`src/hdl/grid_astar_path_search_unit_defines.svh`:
```
// assertion macros used by the grid path search top level
`ifndef GRID_ASTAR_PATH_SEARCH_UNIT_DEFINES_SVH
`define GRID_ASTAR_PATH_SEARCH_UNIT_DEFINES_SVH
`ifndef ASSERT_OFF
`define GAPS_ASSERT_IMPLY(name, clk, rst_n, pre, post) \
	name: assert property (@(posedge clk) disable iff (!rst_n) (pre) |-> (post)) \
		else $error("implication check failed");
`define GAPS_ASSERT_NEXT(name, clk, rst_n, pre, post) \
	name: assert property (@(posedge clk) disable iff (!rst_n) (pre) |=> (post)) \
		else $error("next cycle check failed");
`else
`define GAPS_ASSERT_IMPLY(name, clk, rst_n, pre, post)
`define GAPS_ASSERT_NEXT(name, clk, rst_n, pre, post)
`endif
`endif

```
`src/hdl/gaps_ram.sv`:
```
// generic single write, single read ram with registered read data
`default_nettype none
module gaps_ram #(
	parameter int W = 8,
	parameter int DEPTH = 16,
	localparam int AW = $clog2(DEPTH)
) (
	input  wire logic          clk,
	input  wire logic          we,
	input  wire logic [AW-1:0] waddr,
	input  wire logic [W-1:0]  wdata,
	input  wire logic [AW-1:0] raddr,
	output logic      [W-1:0]  rdata
);
	logic [W-1:0] mem [DEPTH];

	always_ff @(posedge clk) begin
		if (we) begin
			mem[waddr] <= wdata;
		end
		rdata <= mem[raddr];
	end
endmodule
`default_nettype wire

```
`config.mk`:
```
export PLATFORM = sky130hd
export DESIGN_NAME = gaps_ram
export DESIGN_NICKNAME = d
export VERILOG_FILES = /design/src/hdl/grid_astar_path_search_unit_defines.svh /design/src/hdl/gaps_ram.sv
export SDC_FILE = /design/constraint.sdc
export NUM_CORES = 1
export LEC_CHECK = 0
export BUFFER_PORTS_ARGS = -buffer_cell sky130_fd_sc_hd__buf_2
export CORE_MARGIN = 2
export CORE_UTILIZATION = 25
export DETAILED_ROUTE_END_ITERATION = 10
export SYNTH_ARGS = -nofsm -noshare
export SYNTH_HDL_FRONTEND = slang
export SYNTH_SLANG_ARGS = --single-unit
```
`constraint.sdc`:
```
create_clock -name clk -period 5.7 [get_ports clk]
set_clock_uncertainty 0.05 [all_clocks]
set_input_delay 0.855 -clock clk [delete_from_list [all_inputs] [get_ports clk]]
set_output_delay 0.855 -clock clk [all_outputs]
set_load 0.005 [all_outputs]
```
# Word level (Yosys, flattened, before mapping)
# Memories as Yosys holds them, arrays and structs flattened. A register that Yosys moved wholly into a read port is not among the register bits.
# Cells that the tools add are included.
# classes
mux,2
# ops
op,n
$mux 1,2
# totals
regBits,0
n_memories,1
ramBits,128
in_bits,18
out_inout_bits,8
word_cells,3
# mem_list
memory,depth,word_bits,rd,rd_clocked_by_memory_dff,write_ports,line_no,text
mem,16,8,1,1,1,gaps_ram.sv:15,logic [W-1:0] mem [DEPTH];

# Longest topological paths before layout
# depth
word_depth,2
ltp_mapped,5
ltp_nobuf,3

# Worst setup path after synthesis
# OpenSTA, ideal clock, no wires.
# synth_timing
path_type,input to register
start,input port waddr[2]
end,"memory mem[0][0], enable pin"
setup_ns,0.383
path_buffers,0
stages,2
arrival_ns,1.965
slack_ns,3.302
cell_sequence,or3b_2 -> nor3_1
# synth_rtl
element,line_no,text
from (decl),gaps_ram.sv:10,"input wire logic [AW-1:0] waddr,"
to (decl),gaps_ram.sv:15,
# No word-level cell before the write port.

==> metrics <==
status completed; WP buf/inv 1; final period utilization around 43%; CTS root buf clkbuf_16; CTS Buf Count 17; total setup buffers inserted after CTS 0; post-synthesis sequential area ratio 77.8%; Worst-Skew Late Latency 0.41 ns; # setup viols final 0; syn_nets about 250; Antenna Violating Nets Remaining 0; DP HPWL 6500 um; share of cells above drive strength 1 roughly 28%; Mapped Area 0.00515 mm2; final worst slack ~3.2 ns; I/O pins 26; CTS resizes 0; Worst EP arrival approximately 2.7 ns; Routed WL per cell 19.1 um; Leakage Power 2.03 nW; crit path kind primary input to flip-flop; Die Span Y approximately 150 um; Async S/R FF share, synth 0%; Synth top area share about 75%; Worst R2R Path Depth 3; Die Area between 0.02 and 0.025 mm2; Power Dens Cells between 300 and 400 mW/mm2; worst setup path start raddr[0]; CP Launch Type primary input; FF-to-FF End rdata[6]; n_diodes 0; Critical Path RT 5.95 ns; unrepaired setup endpoints after global routing no; FF+latch count, synth between 100 and 150; vias in the first global route between 2000 and 3000; GRT Residual Overflow 0; # nets final between 200 and 300; Bufs on Longest Clock Path 2; area grow syn2layout 20.6%; Pins Over Slew Limit 0; GP Congestion 0.719; Hold Path Depth 3; Final Hold Viols 0; Yosys cell types 19; pre-CTS setup slack approximately 2.8 ns; Final Util a little under a third; Hold Crit Class flip-flop to flip-flop; CP cell instances buf_2, mux4_1, a22oi_1, nand2_1; Worst R2R Start mem[3][6]; First DRT Iteration DRCs about 240; Clk pin slew, worst setup/hold paths 0.06 ns; post-route insts no fill 548; initial antenna violation count 0; die width between 100 and 150 um; total negative slack 0 ns; Avg Cell Area, Syn roughly 22 um2; Main synth FF type edfxtp_1; slowest stage delay, CP 0.79 ns; total wire length about 10000 um; MaxCap Viol Count 0; worst hold slack just over 0.6 ns; H-Tree Depth 4; dominant cell type by area after synthesis edfxtp_1; core box area ~0.02 mm2; vias per inst ~4.3; # DRC 0; Area contributors post-synth edfxtp_1, mux4_2, mux4_1, dfxtp_1, a22oi_1; first-pass GRT wire length roughly 16000 um; Post-synth EDFFs between 100 and 150; crit end category flip-flop; hold-fix buffers at CTS 0; Ys Warns 0; min Tclk post-route between 2 and 2.5 ns; CP delay by family, top buffers and inverters; Gate Count Post-Synth roughly 230; DP Area about 0.0055 mm2; Sink Count ~140; largest net degree at the start of global routing 33; Max Fclk 407 MHz; Worst VDD drop approximately 260 uV; Levels on crit path 4; # rows 52; total power 2.44 mW; Tightest Pin Transition 1.16 ns; crit path max fanout 32; CTS tree done; CP max stage cell buf_2; Slew Limit Headroom roughly 22%; Total Routing Usage GR slightly above 10%; number of fill cells approximately 1900; Worst Setup EP rdata[5]; First-pass DRT Iterations 4; # port buffers 25; Final Cell Area about 0.0062 mm2; Post-Place Cells between 500 and 600; R2R setup slack between 4 and 5 ns; DR vias 2383; Starting Density 25.4%
==> synthesized netlist by cell type (3+ instances only) <==
| cell type | instances |
|---|---|
| mux4_1 | 14 |
| clkdlybuf4s25_2 | 3 |
| edfxtp_1 | 128 |
| dfxtp_1 | 8 |
| a22oi_1 | 16 |
| nor3_1 | 4 |
| mux4_2 | 18 |
| nand2_1 | 9 |
| buf_2 | 3 |
| buf_6 | 3 |
| nor2_1 | 13 |
==> worst min-delay path by stage <==
| stage | from | slack (ns) | to |
|---|---|---|---|
| 2_1_floorplan | mem[7][0] | 0.58 | rdata[0] |
| 3_3_place_gp | mem[15][7] | 0.61 | rdata[7] |
| 3_5_place_dp | mem[14][7] | 0.61 | rdata[7] |
| 4_1_cts | mem[14][7] | 0.62 | rdata[7] |
| 5_1_grt | mem[14][7] | 0.65 | rdata[7] |
| 6_report | mem[14][7] | 0.62 | rdata[7] |
==> registers in the layout, summed over array words and instances, names as in the netlist <==
register and cells:
rdata 8, mem 128
==> worst reg2reg max path, cell delays in order, from the launching register on <==
cell,delay [ns]
edfxtp_1,0.37
mux4_2,0.47
a22oi_1,0.31
nand2_1,0.10
==> kinds of logic (layout without fill, tap and decap cells) <==
logic type / count (synthesis) / count (layout) / share of synthesized area (%)
simple gates: 35 / 35 / 3.18
buf+inv: 10 / 59 / 1.68
flops: 136 / 136 / 77.8
mux: 32 / 32 / 15.0
compound gates: 16 / 16 / 2.33
==> layout make-up <==
class                           count  area [um2]  share of cell area [%]
Sequential cell                   136        4000                    64.5
Clock buffer                       17         425                    6.85
Multi-Input combinational cell     83        1070                    17.2
Timing Repair Buffer               27         140                    2.26
Clock inverter                     15         231                    3.73
Tap cell                          270         338                    5.44
==> metal layers <==
layer	global-route usage [%]	vias up	share of wire, %
li1	-	1047	-
met1	14.4	1239	46
met2	15.0	88	46
met3	3.06	9	7.0
met4	3.75	0	1.0
met5	0	-	0
==> layout by cell type, fill, tap and decap left out, drive strengths merged <==
| master | synthesis | layout |
|---|---|---|
| buf | 7 | 27 |
| clkinv | 0 | 8 |
| mux4 | 32 | 32 |
| and2b | 1 | 1 |
| nand3b | 2 | 2 |
| bufinv | 0 | 6 |
| clkbuf | 0 | 17 |
| and2 | 1 | 1 |
| dfxtp | 8 | 8 |
| nand2 | 9 | 9 |
| clkinvlp | 0 | 1 |
| nand2b | 2 | 2 |
| nor2b | 1 | 1 |
| nor2 | 13 | 13 |
| or3b | 1 | 1 |
| nand3 | 1 | 1 |
| edfxtp | 128 | 128 |
| nor3 | 4 | 4 |
| a22oi | 16 | 16 |
==> where the power goes <==
part | total, mW | internal, mW | switching [mW] | leakage, nW
clock network | 1.21 | 0.813 | 0.400 | 0.319
logic | 0.0969 | 0.0399 | 0.0570 | 0.483
registers | 1.13 | 1.12 | 0.00807 | 1.22
Note: power is estimated with default switching activity, not from simulation.
