File: src/hdl/grid_astar_path_search_unit_defines.svh
// assertion macros used by the grid path search top level
`ifndef GRID_ASTAR_PATH_SEARCH_UNIT_DEFINES_SVH
`define GRID_ASTAR_PATH_SEARCH_UNIT_DEFINES_SVH
`ifndef ASSERT_OFF
`define GAPS_ASSERT_IMPLY(name, clk, rst_n, pre, post) \
	name: assert property (@(posedge clk) disable iff (!rst_n) (pre) |-> (post)) \
		else $error("implication check failed");
`define GAPS_ASSERT_NEXT(name, clk, rst_n, pre, post) \
	name: assert property (@(posedge clk) disable iff (!rst_n) (pre) |=> (post)) \
		else $error("next cycle check failed");
`else
`define GAPS_ASSERT_IMPLY(name, clk, rst_n, pre, post)
`define GAPS_ASSERT_NEXT(name, clk, rst_n, pre, post)
`endif
`endif

File: src/hdl/gaps_pkg.sv
// shared types, codes and helpers of the grid path search unit
`default_nettype none
package gaps_pkg;
	localparam int GRID_COLS_DEF = 64;
	localparam int GRID_ROWS_DEF = 64;
	localparam logic [7:0] STRAIGHT_RST = 8'd10;
	localparam logic [7:0] DIAG_RST = 8'd14;
	localparam logic [15:0] G_MAX = 16'hFFFF;
	localparam logic [16:0] F_MAX = 17'h1FFFF;

	typedef enum logic [1:0] {
		OP_BLOCK  = 2'd0,
		OP_FREE   = 2'd1,
		OP_SEARCH = 2'd2,
		OP_READ   = 2'd3
	} op_t;

	localparam logic [1:0] ST_OK = 2'd0;
	localparam logic [1:0] ST_NOPATH = 2'd1;
	localparam logic [1:0] ST_RANGE = 2'd2;

	typedef enum logic [0:0] {
		CFG_STRAIGHT = 1'b0,
		CFG_DIAG     = 1'b1
	} cfg_idx_t;

	typedef struct packed {
		logic [1:0]  opcode;
		logic [5:0]  col;
		logic [5:0]  row;
		logic [5:0]  goal_col;
		logic [5:0]  goal_row;
		logic [11:0] entry_index;
	} in_word_t;

	typedef struct packed {
		logic [1:0]  status;
		logic        found;
		logic [12:0] path_length;
		logic [5:0]  tile_col;
		logic [5:0]  tile_row;
		logic [15:0] path_cost;
	} out_word_t;

	typedef struct packed {
		logic go;
		logic idle;
	} ctl_hs_t;

	typedef enum logic [3:0] {
		S_INIT,
		S_IDLE,
		S_CLR,
		S_SRD,
		S_SWR,
		S_NA,
		S_NB,
		S_NC,
		S_NEV,
		S_EXPEND,
		S_SCAN,
		S_PICK,
		S_PRD,
		S_PWR,
		S_RWAIT,
		S_DONE
	} state_t;

	// neighbor order: row above left to right, same row, row below
	function automatic logic signed [1:0] nbr_dx(input logic [2:0] k);
		logic signed [1:0] d;
		unique case (k)
			3'd0, 3'd3, 3'd5: d = -2'sd1;
			3'd1, 3'd6:       d = 2'sd0;
			default:          d = 2'sd1;
		endcase
		return d;
	endfunction

	function automatic logic signed [1:0] nbr_dy(input logic [2:0] k);
		logic signed [1:0] d;
		unique case (k)
			3'd0, 3'd1, 3'd2: d = -2'sd1;
			3'd3, 3'd4:       d = 2'sd0;
			default:          d = 2'sd1;
		endcase
		return d;
	endfunction
endpackage
`default_nettype wire

File: src/hdl/gaps_ctrl.sv
// search sequencer: tile map, node table and open list / path list walks
`default_nettype none
module gaps_ctrl #(
	parameter int GRID_COLS = gaps_pkg::GRID_COLS_DEF,
	parameter int GRID_ROWS = gaps_pkg::GRID_ROWS_DEF,
	localparam int CW = $clog2(GRID_COLS),
	localparam int RW = $clog2(GRID_ROWS),
	localparam int AW = CW + RW,
	localparam int NW = AW + 37
) (
	input  wire logic                clk,
	input  wire logic                arst_n,
	input  wire gaps_pkg::ctl_hs_t   hs_in,
	output gaps_pkg::ctl_hs_t        hs_out,
	input  wire gaps_pkg::in_word_t  cmd,
	input  wire logic [7:0]          sc,
	input  wire logic [7:0]          dc,
	output logic                     res_valid,
	output gaps_pkg::out_word_t      res,
	output logic                     node_we,
	output logic [AW-1:0]            node_waddr,
	output logic [NW-1:0]            node_wdata,
	output logic [AW-1:0]            node_raddr,
	input  wire logic [NW-1:0]       node_rdata,
	output logic                     list_we,
	output logic [AW-1:0]            list_waddr,
	output logic [AW-1:0]            list_wdata,
	output logic [AW-1:0]            list_raddr,
	input  wire logic [AW-1:0]       list_rdata
);
	localparam int DEPTH = 1 << AW;
	localparam int LW = AW + 1;
	localparam int HW = (CW > RW ? CW : RW) + 1;
	localparam int HBW = HW + 8;
	localparam int FSW = (HBW > 17 ? HBW : 17) + 1;

	gaps_pkg::state_t st_q, st_d;
	logic [LW-1:0] cnt_q, cnt_d, qlen_q, qlen_d, live_q, live_d, plen_q, plen_d;
	logic [AW-1:0] start_q, start_d, goal_q, goal_d, cur_q, cur_d, nb_q, nb_d;
	logic [AW-1:0] tile_q, tile_d, best_a_q, best_a_d, a_s2_q;
	logic [15:0] curg_q, curg_d, cost_q, cost_d;
	logic [2:0] k_q, k_d;
	logic diag_q, diag_d, found_q, found_d, have_q, have_d, v_s1_q, v_s2_q;
	logic [1:0] stat_q, stat_d;
	logic [HBW-1:0] h_q, h_d;
	logic [NW-1:0] best_w_q, best_w_d;

	// node word fields
	logic nr_blk, nr_opn, nr_cls, nr_pv;
	logic [15:0] nr_g;
	logic [16:0] nr_f, best_f;
	logic [AW-1:0] nr_par;
	assign nr_blk = node_rdata[NW-1];
	assign nr_opn = node_rdata[NW-2];
	assign nr_cls = node_rdata[NW-3];
	assign nr_g = node_rdata[NW-4 -: 16];
	assign nr_f = node_rdata[NW-20 -: 17];
	assign nr_pv = node_rdata[AW];
	assign nr_par = node_rdata[AW-1:0];
	assign best_f = best_w_q[NW-20 -: 17];

	// neighbor geometry
	logic [CW-1:0] cx, nx_n, nbx, gcx, dxa;
	logic [RW-1:0] cy, ny_n, nby, gcy, dya;
	logic signed [1:0] dx, dy;
	logic nb_out, k_last;
	assign cx = cur_q[CW-1:0];
	assign cy = cur_q[AW-1:CW];
	assign dx = gaps_pkg::nbr_dx(k_q);
	assign dy = gaps_pkg::nbr_dy(k_q);
	assign nb_out = (dx < 0 && cx == '0) || (dx > 0 && cx == CW'(GRID_COLS - 1)) ||
		(dy < 0 && cy == '0) || (dy > 0 && cy == RW'(GRID_ROWS - 1));
	assign nx_n = cx + CW'(dx);
	assign ny_n = cy + RW'(dy);
	assign k_last = (k_q == 3'd7);

	// heuristic of the neighbor held in nb_q
	logic [HW-1:0] hsum;
	assign nbx = nb_q[CW-1:0];
	assign nby = nb_q[AW-1:CW];
	assign gcx = goal_q[CW-1:0];
	assign gcy = goal_q[AW-1:CW];
	assign dxa = (gcx > nbx) ? gcx - nbx : nbx - gcx;
	assign dya = (gcy > nby) ? gcy - nby : nby - gcy;
	assign hsum = HW'(dxa) + HW'(dya);

	// step cost, saturating g and f
	logic [16:0] gsum;
	logic [15:0] g_new;
	logic [FSW-1:0] fsum;
	logic [16:0] f_new;
	assign gsum = 17'(curg_q) + 17'(diag_q ? dc : sc);
	assign g_new = (gsum > 17'(gaps_pkg::G_MAX)) ? gaps_pkg::G_MAX : gsum[15:0];
	assign fsum = FSW'(g_new) + FSW'(h_q);
	assign f_new = (fsum > FSW'(gaps_pkg::F_MAX)) ? gaps_pkg::F_MAX : fsum[16:0];

	// command decode
	logic [AW-1:0] cmd_addr, cmd_goal;
	logic cmd_ok, goal_ok;
	assign cmd_addr = {RW'(cmd.row), CW'(cmd.col)};
	assign cmd_goal = {RW'(cmd.goal_row), CW'(cmd.goal_col)};
	assign cmd_ok = (32'(cmd.col) < GRID_COLS) && (32'(cmd.row) < GRID_ROWS);
	assign goal_ok = (32'(cmd.goal_col) < GRID_COLS) && (32'(cmd.goal_row) < GRID_ROWS);

	always_ff @(posedge clk or negedge arst_n) begin
		if (!arst_n) begin
			st_q <= gaps_pkg::S_INIT;
			cnt_q <= '0;
			found_q <= 1'b0;
			plen_q <= '0;
			v_s1_q <= 1'b0;
			v_s2_q <= 1'b0;
		end else begin
			st_q <= st_d;
			cnt_q <= cnt_d;
			found_q <= found_d;
			plen_q <= plen_d;
			v_s1_q <= (st_q == gaps_pkg::S_SCAN) && (cnt_q < qlen_q);
			v_s2_q <= v_s1_q;
		end
	end

	always_ff @(posedge clk) begin
		qlen_q <= qlen_d;
		live_q <= live_d;
		start_q <= start_d;
		goal_q <= goal_d;
		cur_q <= cur_d;
		nb_q <= nb_d;
		tile_q <= tile_d;
		best_a_q <= best_a_d;
		a_s2_q <= list_rdata;
		curg_q <= curg_d;
		cost_q <= cost_d;
		k_q <= k_d;
		diag_q <= diag_d;
		have_q <= have_d;
		stat_q <= stat_d;
		h_q <= h_d;
		best_w_q <= best_w_d;
	end

	always_comb begin
		st_d = st_q;
		cnt_d = cnt_q;
		qlen_d = qlen_q;
		live_d = live_q;
		plen_d = plen_q;
		start_d = start_q;
		goal_d = goal_q;
		cur_d = cur_q;
		nb_d = nb_q;
		tile_d = tile_q;
		best_a_d = best_a_q;
		curg_d = curg_q;
		cost_d = cost_q;
		k_d = k_q;
		diag_d = diag_q;
		found_d = found_q;
		have_d = have_q;
		stat_d = stat_q;
		h_d = h_q;
		best_w_d = best_w_q;
		node_we = 1'b0;
		node_waddr = cur_q;
		node_wdata = node_rdata;
		node_raddr = cur_q;
		list_we = 1'b0;
		list_waddr = qlen_q[AW-1:0];
		list_wdata = nb_q;
		list_raddr = cnt_q[AW-1:0];
		res_valid = 1'b0;
		hs_out.idle = 1'b0;
		hs_out.go = 1'b0;
		unique case (st_q)
			gaps_pkg::S_INIT: begin
				node_we = 1'b1;
				node_waddr = cnt_q[AW-1:0];
				node_wdata = '0;
				if (cnt_q == LW'(DEPTH - 1)) begin
					st_d = gaps_pkg::S_IDLE;
				end else begin
					cnt_d = cnt_q + 1'b1;
				end
			end
			gaps_pkg::S_IDLE: begin
				hs_out.idle = 1'b1;
				if (hs_in.go) begin
					tile_d = '0;
					stat_d = gaps_pkg::ST_OK;
					case (cmd.opcode) inside
						gaps_pkg::OP_BLOCK, gaps_pkg::OP_FREE: begin
							if (cmd_ok) begin
								node_we = 1'b1;
								node_waddr = cmd_addr;
								node_wdata = {cmd.opcode == gaps_pkg::OP_BLOCK,
									{(NW - 1){1'b0}}};
							end
							found_d = 1'b0;
							plen_d = '0;
							st_d = gaps_pkg::S_DONE;
						end
						gaps_pkg::OP_SEARCH: begin
							start_d = cmd_addr;
							goal_d = cmd_goal;
							qlen_d = '0;
							live_d = '0;
							plen_d = '0;
							cnt_d = '0;
							if (cmd_ok && goal_ok) begin
								st_d = gaps_pkg::S_CLR;
							end else begin
								found_d = 1'b0;
								stat_d = gaps_pkg::ST_NOPATH;
								st_d = gaps_pkg::S_DONE;
							end
						end
						default: begin
							list_raddr = AW'(cmd.entry_index);
							if (found_q && (32'(cmd.entry_index) < 32'(plen_q))) begin
								st_d = gaps_pkg::S_RWAIT;
							end else begin
								stat_d = gaps_pkg::ST_RANGE;
								st_d = gaps_pkg::S_DONE;
							end
						end
					endcase
				end
			end
			gaps_pkg::S_CLR: begin
				// stream through the node table keeping only the blocked bit
				node_raddr = cnt_q[AW-1:0];
				if (cnt_q != '0) begin
					node_we = 1'b1;
					node_waddr = AW'(cnt_q - 1'b1);
					node_wdata = {nr_blk, {(NW - 1){1'b0}}};
				end
				if (cnt_q == LW'(DEPTH)) begin
					st_d = gaps_pkg::S_SRD;
				end else begin
					cnt_d = cnt_q + 1'b1;
				end
			end
			gaps_pkg::S_SRD: begin
				node_raddr = start_q;
				if (start_q == goal_q) begin
					found_d = 1'b1;
					cost_d = '0;
					st_d = gaps_pkg::S_DONE;
				end else begin
					st_d = gaps_pkg::S_SWR;
				end
			end
			gaps_pkg::S_SWR: begin
				node_we = 1'b1;
				node_waddr = start_q;
				node_wdata = {nr_blk, 1'b0, 1'b1, node_rdata[NW-4:0]};
				cur_d = start_q;
				curg_d = '0;
				k_d = '0;
				st_d = gaps_pkg::S_NA;
			end
			gaps_pkg::S_NA: begin
				if (nb_out) begin
					if (k_last) begin
						st_d = gaps_pkg::S_EXPEND;
					end else begin
						k_d = k_q + 3'd1;
					end
				end else begin
					nb_d = {ny_n, nx_n};
					diag_d = (dx != 0) && (dy != 0);
					node_raddr = {ny_n, cx};
					st_d = gaps_pkg::S_NB;
				end
			end
			gaps_pkg::S_NB: begin
				h_d = HBW'(hsum) * HBW'(sc);
				node_raddr = {cy, nbx};
				if (nr_blk) begin
					if (k_last) begin
						st_d = gaps_pkg::S_EXPEND;
					end else begin
						k_d = k_q + 3'd1;
						st_d = gaps_pkg::S_NA;
					end
				end else begin
					st_d = gaps_pkg::S_NC;
				end
			end
			gaps_pkg::S_NC: begin
				node_raddr = nb_q;
				if (nr_blk) begin
					if (k_last) begin
						st_d = gaps_pkg::S_EXPEND;
					end else begin
						k_d = k_q + 3'd1;
						st_d = gaps_pkg::S_NA;
					end
				end else begin
					st_d = gaps_pkg::S_NEV;
				end
			end
			gaps_pkg::S_NEV: begin
				node_waddr = nb_q;
				node_wdata = {nr_blk, 1'b1, 1'b0, g_new, f_new, 1'b1, cur_q};
				if (!(nb_q == start_q || nr_blk || nr_cls)) begin
					if (nr_opn) begin
						// re-parent only on a strictly cheaper route
						node_we = g_new < nr_g;
					end else begin
						node_we = 1'b1;
						list_we = 1'b1;
						qlen_d = qlen_q + 1'b1;
						live_d = live_q + 1'b1;
					end
				end
				if (k_last) begin
					st_d = gaps_pkg::S_EXPEND;
				end else begin
					k_d = k_q + 3'd1;
					st_d = gaps_pkg::S_NA;
				end
			end
			gaps_pkg::S_EXPEND: begin
				if (live_q == '0) begin
					found_d = 1'b0;
					plen_d = '0;
					stat_d = gaps_pkg::ST_NOPATH;
					st_d = gaps_pkg::S_DONE;
				end else begin
					cnt_d = '0;
					have_d = 1'b0;
					st_d = gaps_pkg::S_SCAN;
				end
			end
			gaps_pkg::S_SCAN: begin
				// list read, then node read, then first-minimum compare
				list_raddr = cnt_q[AW-1:0];
				if (cnt_q < qlen_q) begin
					cnt_d = cnt_q + 1'b1;
				end
				if (v_s1_q) begin
					node_raddr = list_rdata;
				end
				if (v_s2_q && !nr_cls && (!have_q || nr_f < best_f)) begin
					have_d = 1'b1;
					best_a_d = a_s2_q;
					best_w_d = node_rdata;
				end
				if (cnt_q >= qlen_q && !v_s1_q && !v_s2_q) begin
					st_d = gaps_pkg::S_PICK;
				end
			end
			gaps_pkg::S_PICK: begin
				cur_d = best_a_q;
				curg_d = best_w_q[NW-4 -: 16];
				if (best_a_q == goal_q) begin
					cost_d = best_w_q[NW-4 -: 16];
					tile_d = goal_q;
					plen_d = '0;
					st_d = gaps_pkg::S_PRD;
				end else begin
					node_we = 1'b1;
					node_waddr = best_a_q;
					node_wdata = {best_w_q[NW-1], 1'b0, 1'b1, best_w_q[NW-4:0]};
					live_d = live_q - 1'b1;
					k_d = '0;
					st_d = gaps_pkg::S_NA;
				end
			end
			gaps_pkg::S_PRD: begin
				node_raddr = tile_q;
				st_d = gaps_pkg::S_PWR;
			end
			gaps_pkg::S_PWR: begin
				list_waddr = plen_q[AW-1:0];
				list_wdata = tile_q;
				if (nr_pv && plen_q < LW'(DEPTH)) begin
					list_we = 1'b1;
					plen_d = plen_q + 1'b1;
					tile_d = nr_par;
					st_d = gaps_pkg::S_PRD;
				end else begin
					found_d = 1'b1;
					stat_d = gaps_pkg::ST_OK;
					tile_d = '0;
					st_d = gaps_pkg::S_DONE;
				end
			end
			gaps_pkg::S_RWAIT: begin
				tile_d = list_rdata;
				st_d = gaps_pkg::S_DONE;
			end
			gaps_pkg::S_DONE: begin
				res_valid = 1'b1;
				st_d = gaps_pkg::S_IDLE;
			end
			default: begin
				st_d = gaps_pkg::S_IDLE;
			end
		endcase
	end

	always_comb begin
		res.status = stat_q;
		res.found = found_q;
		res.path_length = 13'(plen_q);
		res.tile_col = 6'(tile_q[CW-1:0]);
		res.tile_row = 6'(tile_q[AW-1:CW]);
		res.path_cost = (found_q && plen_q != '0) ? cost_q : 16'd0;
	end
endmodule
`default_nettype wire

File: config.mk
export PLATFORM = sky130hd
export DESIGN_NAME = gaps_ctrl
export DESIGN_NICKNAME = d
export VERILOG_FILES = /design/src/hdl/grid_astar_path_search_unit_defines.svh /design/src/hdl/gaps_pkg.sv /design/src/hdl/gaps_ctrl.sv
export SDC_FILE = /design/constraint.sdc
export NUM_CORES = 1
export LEC_CHECK = 0
export ABC_AREA = 1
export BUFFER_PORTS_ARGS = -buffer_cell sky130_fd_sc_hd__buf_4
export CAP_MARGIN = 10
export CORE_UTILIZATION = 59
export CTS_CLUSTER_SIZE = 10
export DETAILED_ROUTE_END_ITERATION = 12
export PLACE_DENSITY_LB_ADDON = 0.05
export SYNTH_ARGS = -nofsm -noshare
export SYNTH_HDL_FRONTEND = slang
export SYNTH_SLANG_ARGS = --single-unit
File: constraint.sdc
create_clock -name clk -period 9.5 [get_ports clk]
set_clock_uncertainty 0.15 [all_clocks]
set_input_delay 0.95 -clock clk [delete_from_list [all_inputs] [get_ports clk]]
set_output_delay 0.95 -clock clk [all_outputs]
set_load 0.01 [all_outputs]
# Yosys cells after proc, flatten, opt, wreduce, memory -nomap -nowiden
# Index checks and enable logic that the tools add are counted.
# classes
n_addsub	16
mul	1
order_cmp	14
eq_ne	55
muxes	108
n_bitwise	2
reduce_logical	65
# op_table
op	count
$pmux W49 S6	1
$mux W13	17
$mux W12	15
$mux W49	3
$pmux W12 S7	1
$pmux W12 S6	1
$pmux W13 S5	1
$mux W16	4
$pmux W16 S2	2
$pmux W4 S16	1
$reduce_bool A32 Y1	2
$add A13 B1 Y13 const B	4
$mux W4	13
$pmux W13 S4	1
$mux W48	1
$pmux W12 S4	1
$pmux W13 S3	1
$eq A12 B12 Y1	3
$ne A2 B2 Y1 const B	18
$eq A4 B4 Y1 const B	8
$pmux W13 S2	1
$reduce_bool A13 Y1	2
$pmux W12 S2	1
$sub A6 B6 Y6	4
other kinds (66)	155
# word_totals
register_bits	246
input_bits	119
out_inout_bits	158
elab_cells	284

# Depth between registers and ports, before layout
# logic_depth
depth_word	10
ltp_mapped	39
ltp_nobuf	39

# Worst setup path after synthesis
# No wires, ideal clock.
# synth_path
path_kind	register to register
start	register goal_q[0]
end	register h_q[14], data pin
setup_time_ns	0.262
arrival_ns	6.676
required_time_ns	9.088
path_slack_ns	2.411
stages_incl_launch_ff	39
path_buffers	0
synth_period_minus_slack_ns	7.089
cell_sequence	edfxtp_1 > inv_1 > ha_1 > inv_1 > fa_1 > nand2_1 > nand2_1 > a21oi_1 > o21ai_0 > o21ai_1 > mux2i_1 > xor2_1 > inv_1 > ha_1 > a21oi_1 > inv_1 > a31oi_1 > or2_2 > [... 3 more ...] > nand2_1 > inv_1 > nand2_1 > fa_1 > fa_1 > fa_1 > inv_1 > fa_1 > ha_1 > inv_1 > nor3_1 > nand2_1 > nand2_1 > nand3_1 > nand2_1 > a21oi_1 > o21bai_1 > xor2_1
# synth_via
elab_chain_cells	4
elab_cells_between_ends	6
cone_classes	add/sub: 3; mul: 1; order compare: 1; mux: 1
# synth_lines
element	line	rtl
from (decl)	gaps_ctrl.sv:39	logic [AW-1:0] start_q, start_d, goal_q, goal_d, cur_q, cur_d, nb_q, nb_d;
from (signal assigned)	gaps_ctrl.sv:127	goal_q <= goal_d;
$sub A6 B6 Y6 / $gt A6 B6 Y1 (equally long branches)	gaps_ctrl.sv:83	assign dxa = (gcx > nbx) ? gcx - nbx : nbx - gcx;
$mux W6 *	gaps_ctrl.sv:83	
$add A6 B6 Y7 *	gaps_ctrl.sv:85	assign hsum = HW'(dxa) + HW'(dya);
$mul A7 B8 Y15 *	gaps_ctrl.sv:278	h_d = HBW'(hsum) * HBW'(sc);
to (signal assigned)	gaps_ctrl.sv:139	h_q <= h_d;
to (decl)	gaps_ctrl.sv:45	logic [HBW-1:0] h_q, h_d;
# Mark *: on every way between the ends. The rest lies on a longest branch, timed or not.
# A chain may end at the register's enable or synchronous reset.

# Final worst setup path
# Same ends and word-level chain as after synthesis.

==> results.md <==
* Synthesis-stage register bit count at 244
* Pin count of the biggest net entering global routing at 60
* Vias in the first global route at 18400
* Residual DRC at 0
* Clk slew on worst S/H paths at 60 ps
* Unrepaired setup endpoints after global routing: no
* Cell Area, Placed at 22200 sq um
* Hold_buf cts at 0
* Finished layout cell area at 23100 sq um
* Final hold violations at 0
* Pins over their slew limit at 0
* Site Rows at 66
* Worst min path class: in -> async
* Slowest cell on crit path: fa_1
* Commonest cells in the netlist: nand2_1 (561), inv_1 (355), edfxtp_1 (199)
* Post-synth top area share at 0.302
* Final setup viols at 0
* Synth top area cells: edfxtp_1 (30%), ha_1 (11%), nand2_1 (11%), inv_1 (6.7%), a21oi_1 (4.4%)
* Arrival time worst endpoint at 8200 ps
* Initial antenna violation count at 2
* Worst setup path class: reg -> reg
* Crit end category: register
* CP max FO at 6
* Status: finished clean
* CTS buffer count at 30
* Setup crit start kind: register
* Period utilization at 0.845
* Gate Count Post-Synth at 2502
* Clock sink total at 244
* Vias post-DR at 19900
* Cell area after synthesis at 19800 sq um
* EDFF count, synth at 199
* WL final at 69900 um
* Antenna-violating nets left at 0
* Pre-Repair DR Iteration Count at 7
* Nets at 3084
* Avg Vias per Cell at 6.19
* Die Ht at 185 um
* DIE WIDTH at 185 um
* Crit-path max cell delay at 530 ps
* Critical path required time at 9670 ps
* R2R Path End: h_q[14]
* Boundary pin count at 277
* Filler cell count at 2637
* Routed len/inst at 21.7 um
* Port bufs at 274
* Root buf cell: clkbuf_16
* Sequential share of the synthesized area at 0.356
* Worst-margin pin slew at 1070 ps
* Cell with the most instances after synthesis: nand2_1
* Layout cell share with drive strength beyond 1 at 0.138
* Clk Latency, worst-skew pair at 580 ps
* Post-CTS setup buffer count at 0
* Synthesized area per cell at 7.90 sq um
* Reg area at 7040 sq um
* Post-synthesis cell type count at 62
* Primary FF master, synth: edfxtp_1
* Total GRT Usage at 0.403
* Clock period minus worst slack at 8030 ps
* First-pass GRT wire length at 104000 um
* Rel. slew slack at 0.283
* PostCTS Resize Cnt at 0
* Area grow syn2layout at 17.0%
* CTS max path bufs at 3
* Starting density of the core at 0.603
* Worst Setup SP: goal_q[0]
* CP most frequent cell: nand2_1
* Max_cap viols at 0
* Die area at 34200 sq um
* Cell taking the most area after synthesis: edfxtp_1
* Congestion Overflow GR at 0
* Register-to-register setup slack at 1470 ps
* H-tree Lvls at 1
* Syn nets at 2831
* Initial DRC count at 2373
* Yosys warns at 0
* Hpwl dp at 52400 um
* Worst r2r src: goal_q[0]
* CTS tree: yes
* Global placer's final weighted congestion at 0.990
* Worst Setup EP: h_q[14]
* FMAX at 125 MHz
* Area of the multi-input gates at 11000 sq um
* Asr flop ratio synth at 0.135
* Reg2reg path depth at 37
* Fin Setup TNS at 0 ps
* Core ar. at 32800 sq um
## critical path: cells and delay by family (launching register included)
| family | cells | cell delay [ps] |
|---|---|---|
| simple gates | 10 | 900 |
| mux | 1 | 280 |
| fa+ha+maj | 8 | 3380 |
| xor+xnor | 2 | 470 |
| compound gates | 10 | 1600 |
| flops | 1 | 460 |
| buf+inv | 6 | 560 |
## area by class of cell
cell class,instances,share of cell area
Tap cell,442,0.0239
Clock inverter,2,0.000541
Antenna cell,2,0.000217
Timing Repair Buffer,286,0.0929
Inverter,378,0.0614
Sequential cell,244,0.305
Clock buffer,54,0.0391
Multi-Input combinational cell,1815,0.477
## worst min-delay path by stage
stage | start | to | slack (ps)
detailed placement | a_s2_q[10] | best_a_q[10] | 240
CTS | arst_n | cnt_q[0] | 180
finish | arst_n | cnt_q[0] | 170
floorplan | v_s1_q | v_s2_q | 200
global route | arst_n | cnt_q[0] | 200
global placement | a_s2_q[0] | best_a_q[0] | 240
## placed cells by master, fill, tap and decap left out, types with 4 or more instances in the layout
cell type | Yosys | final
nand2_1 | 561 | 560
inv_1 | 355 | 354
buf_4 | 3 | 286
edfxtp_1 | 199 | 199
nor2_1 | 191 | 190
a21oi_1 | 173 | 173
ha_1 | 171 | 171
o21ai_0 | 166 | 166
nand3_1 | 115 | 115
xor2_1 | 58 | 58
o211ai_1 | 48 | 48
nor3_1 | 40 | 39
fa_1 | 39 | 39
nand4_1 | 33 | 33
dfrtp_1 | 33 | 33
clkbuf_16 | 0 | 32
o22ai_1 | 29 | 29
xnor2_1 | 22 | 22
clkbuf_1 | 39 | 20
o221ai_1 | 18 | 18
inv_2 | 14 | 15
nor4_1 | 15 | 14
o31ai_1 | 14 | 14
or2_2 | 13 | 13
o2111ai_1 | 13 | 13
dfxtp_1 | 12 | 12
clkinv_1 | 9 | 9
a211oi_1 | 9 | 9
a31oi_1 | 7 | 7
a21o_1 | 7 | 7
nor2_2 | 6 | 7
o21bai_1 | 7 | 7
nand2_2 | 4 | 5
a221oi_1 | 5 | 5
mux2_2 | 5 | 5
a2111oi_0 | 4 | 4
o21a_1 | 4 | 4
or2_0 | 4 | 4
## state kept, by name, summed over array words and instances (netlist names), 2 cells and up
name and count:
nb_q 12, k_q 3, stat_q 2, curg_q 16, cost_q 16, tile_q 12
a_s2_q 12, best_w_q 47, cnt_q 13, plen_q 13, start_q 12, live_q 13
goal_q 12, cur_q 12, st_q 4, qlen_q 13, best_a_q 12, h_q 15
## metal layers
layer,share of wire,global-route usage,vias up
li1,-,-,9018
met1,0.39,0.531,9309
met2,0.44,0.624,1377
met3,0.12,0.101,240
met4,0.048,0.183,2
met5,0.00051,0.00889,-
## per-stage QoR
| stage | util | setup WS, ps | hold slack [ps] | std cells |
|---|---|---|---|---|
| detailed placement | 0.677 | 1560 | 240 | 3165 |
| finish | 0.705 | 1470 | 171 | 3223 |
| global route | 0.705 | 901 | 200 | 3221 |
| CTS | 0.705 | 1550 | 175 | 3221 |
| global placement | 0.677 | 1680 | 236 | 3165 |
| floorplan | - | 2410 | 202 | 2502 |
## cells by family after synthesis
group           Yosys count  synth area share
other cells               1          0.000190
mux                       8           0.00437
buf+inv                 443            0.0872
simple gates           1003             0.216
flops                   244             0.356
compound gates          513             0.152
xor+xnor                 80            0.0354
fa+ha+maj               210             0.148
Power is not shown: default switching activity piles up to over one toggle a cycle in this logic, so the estimate is an artifact.
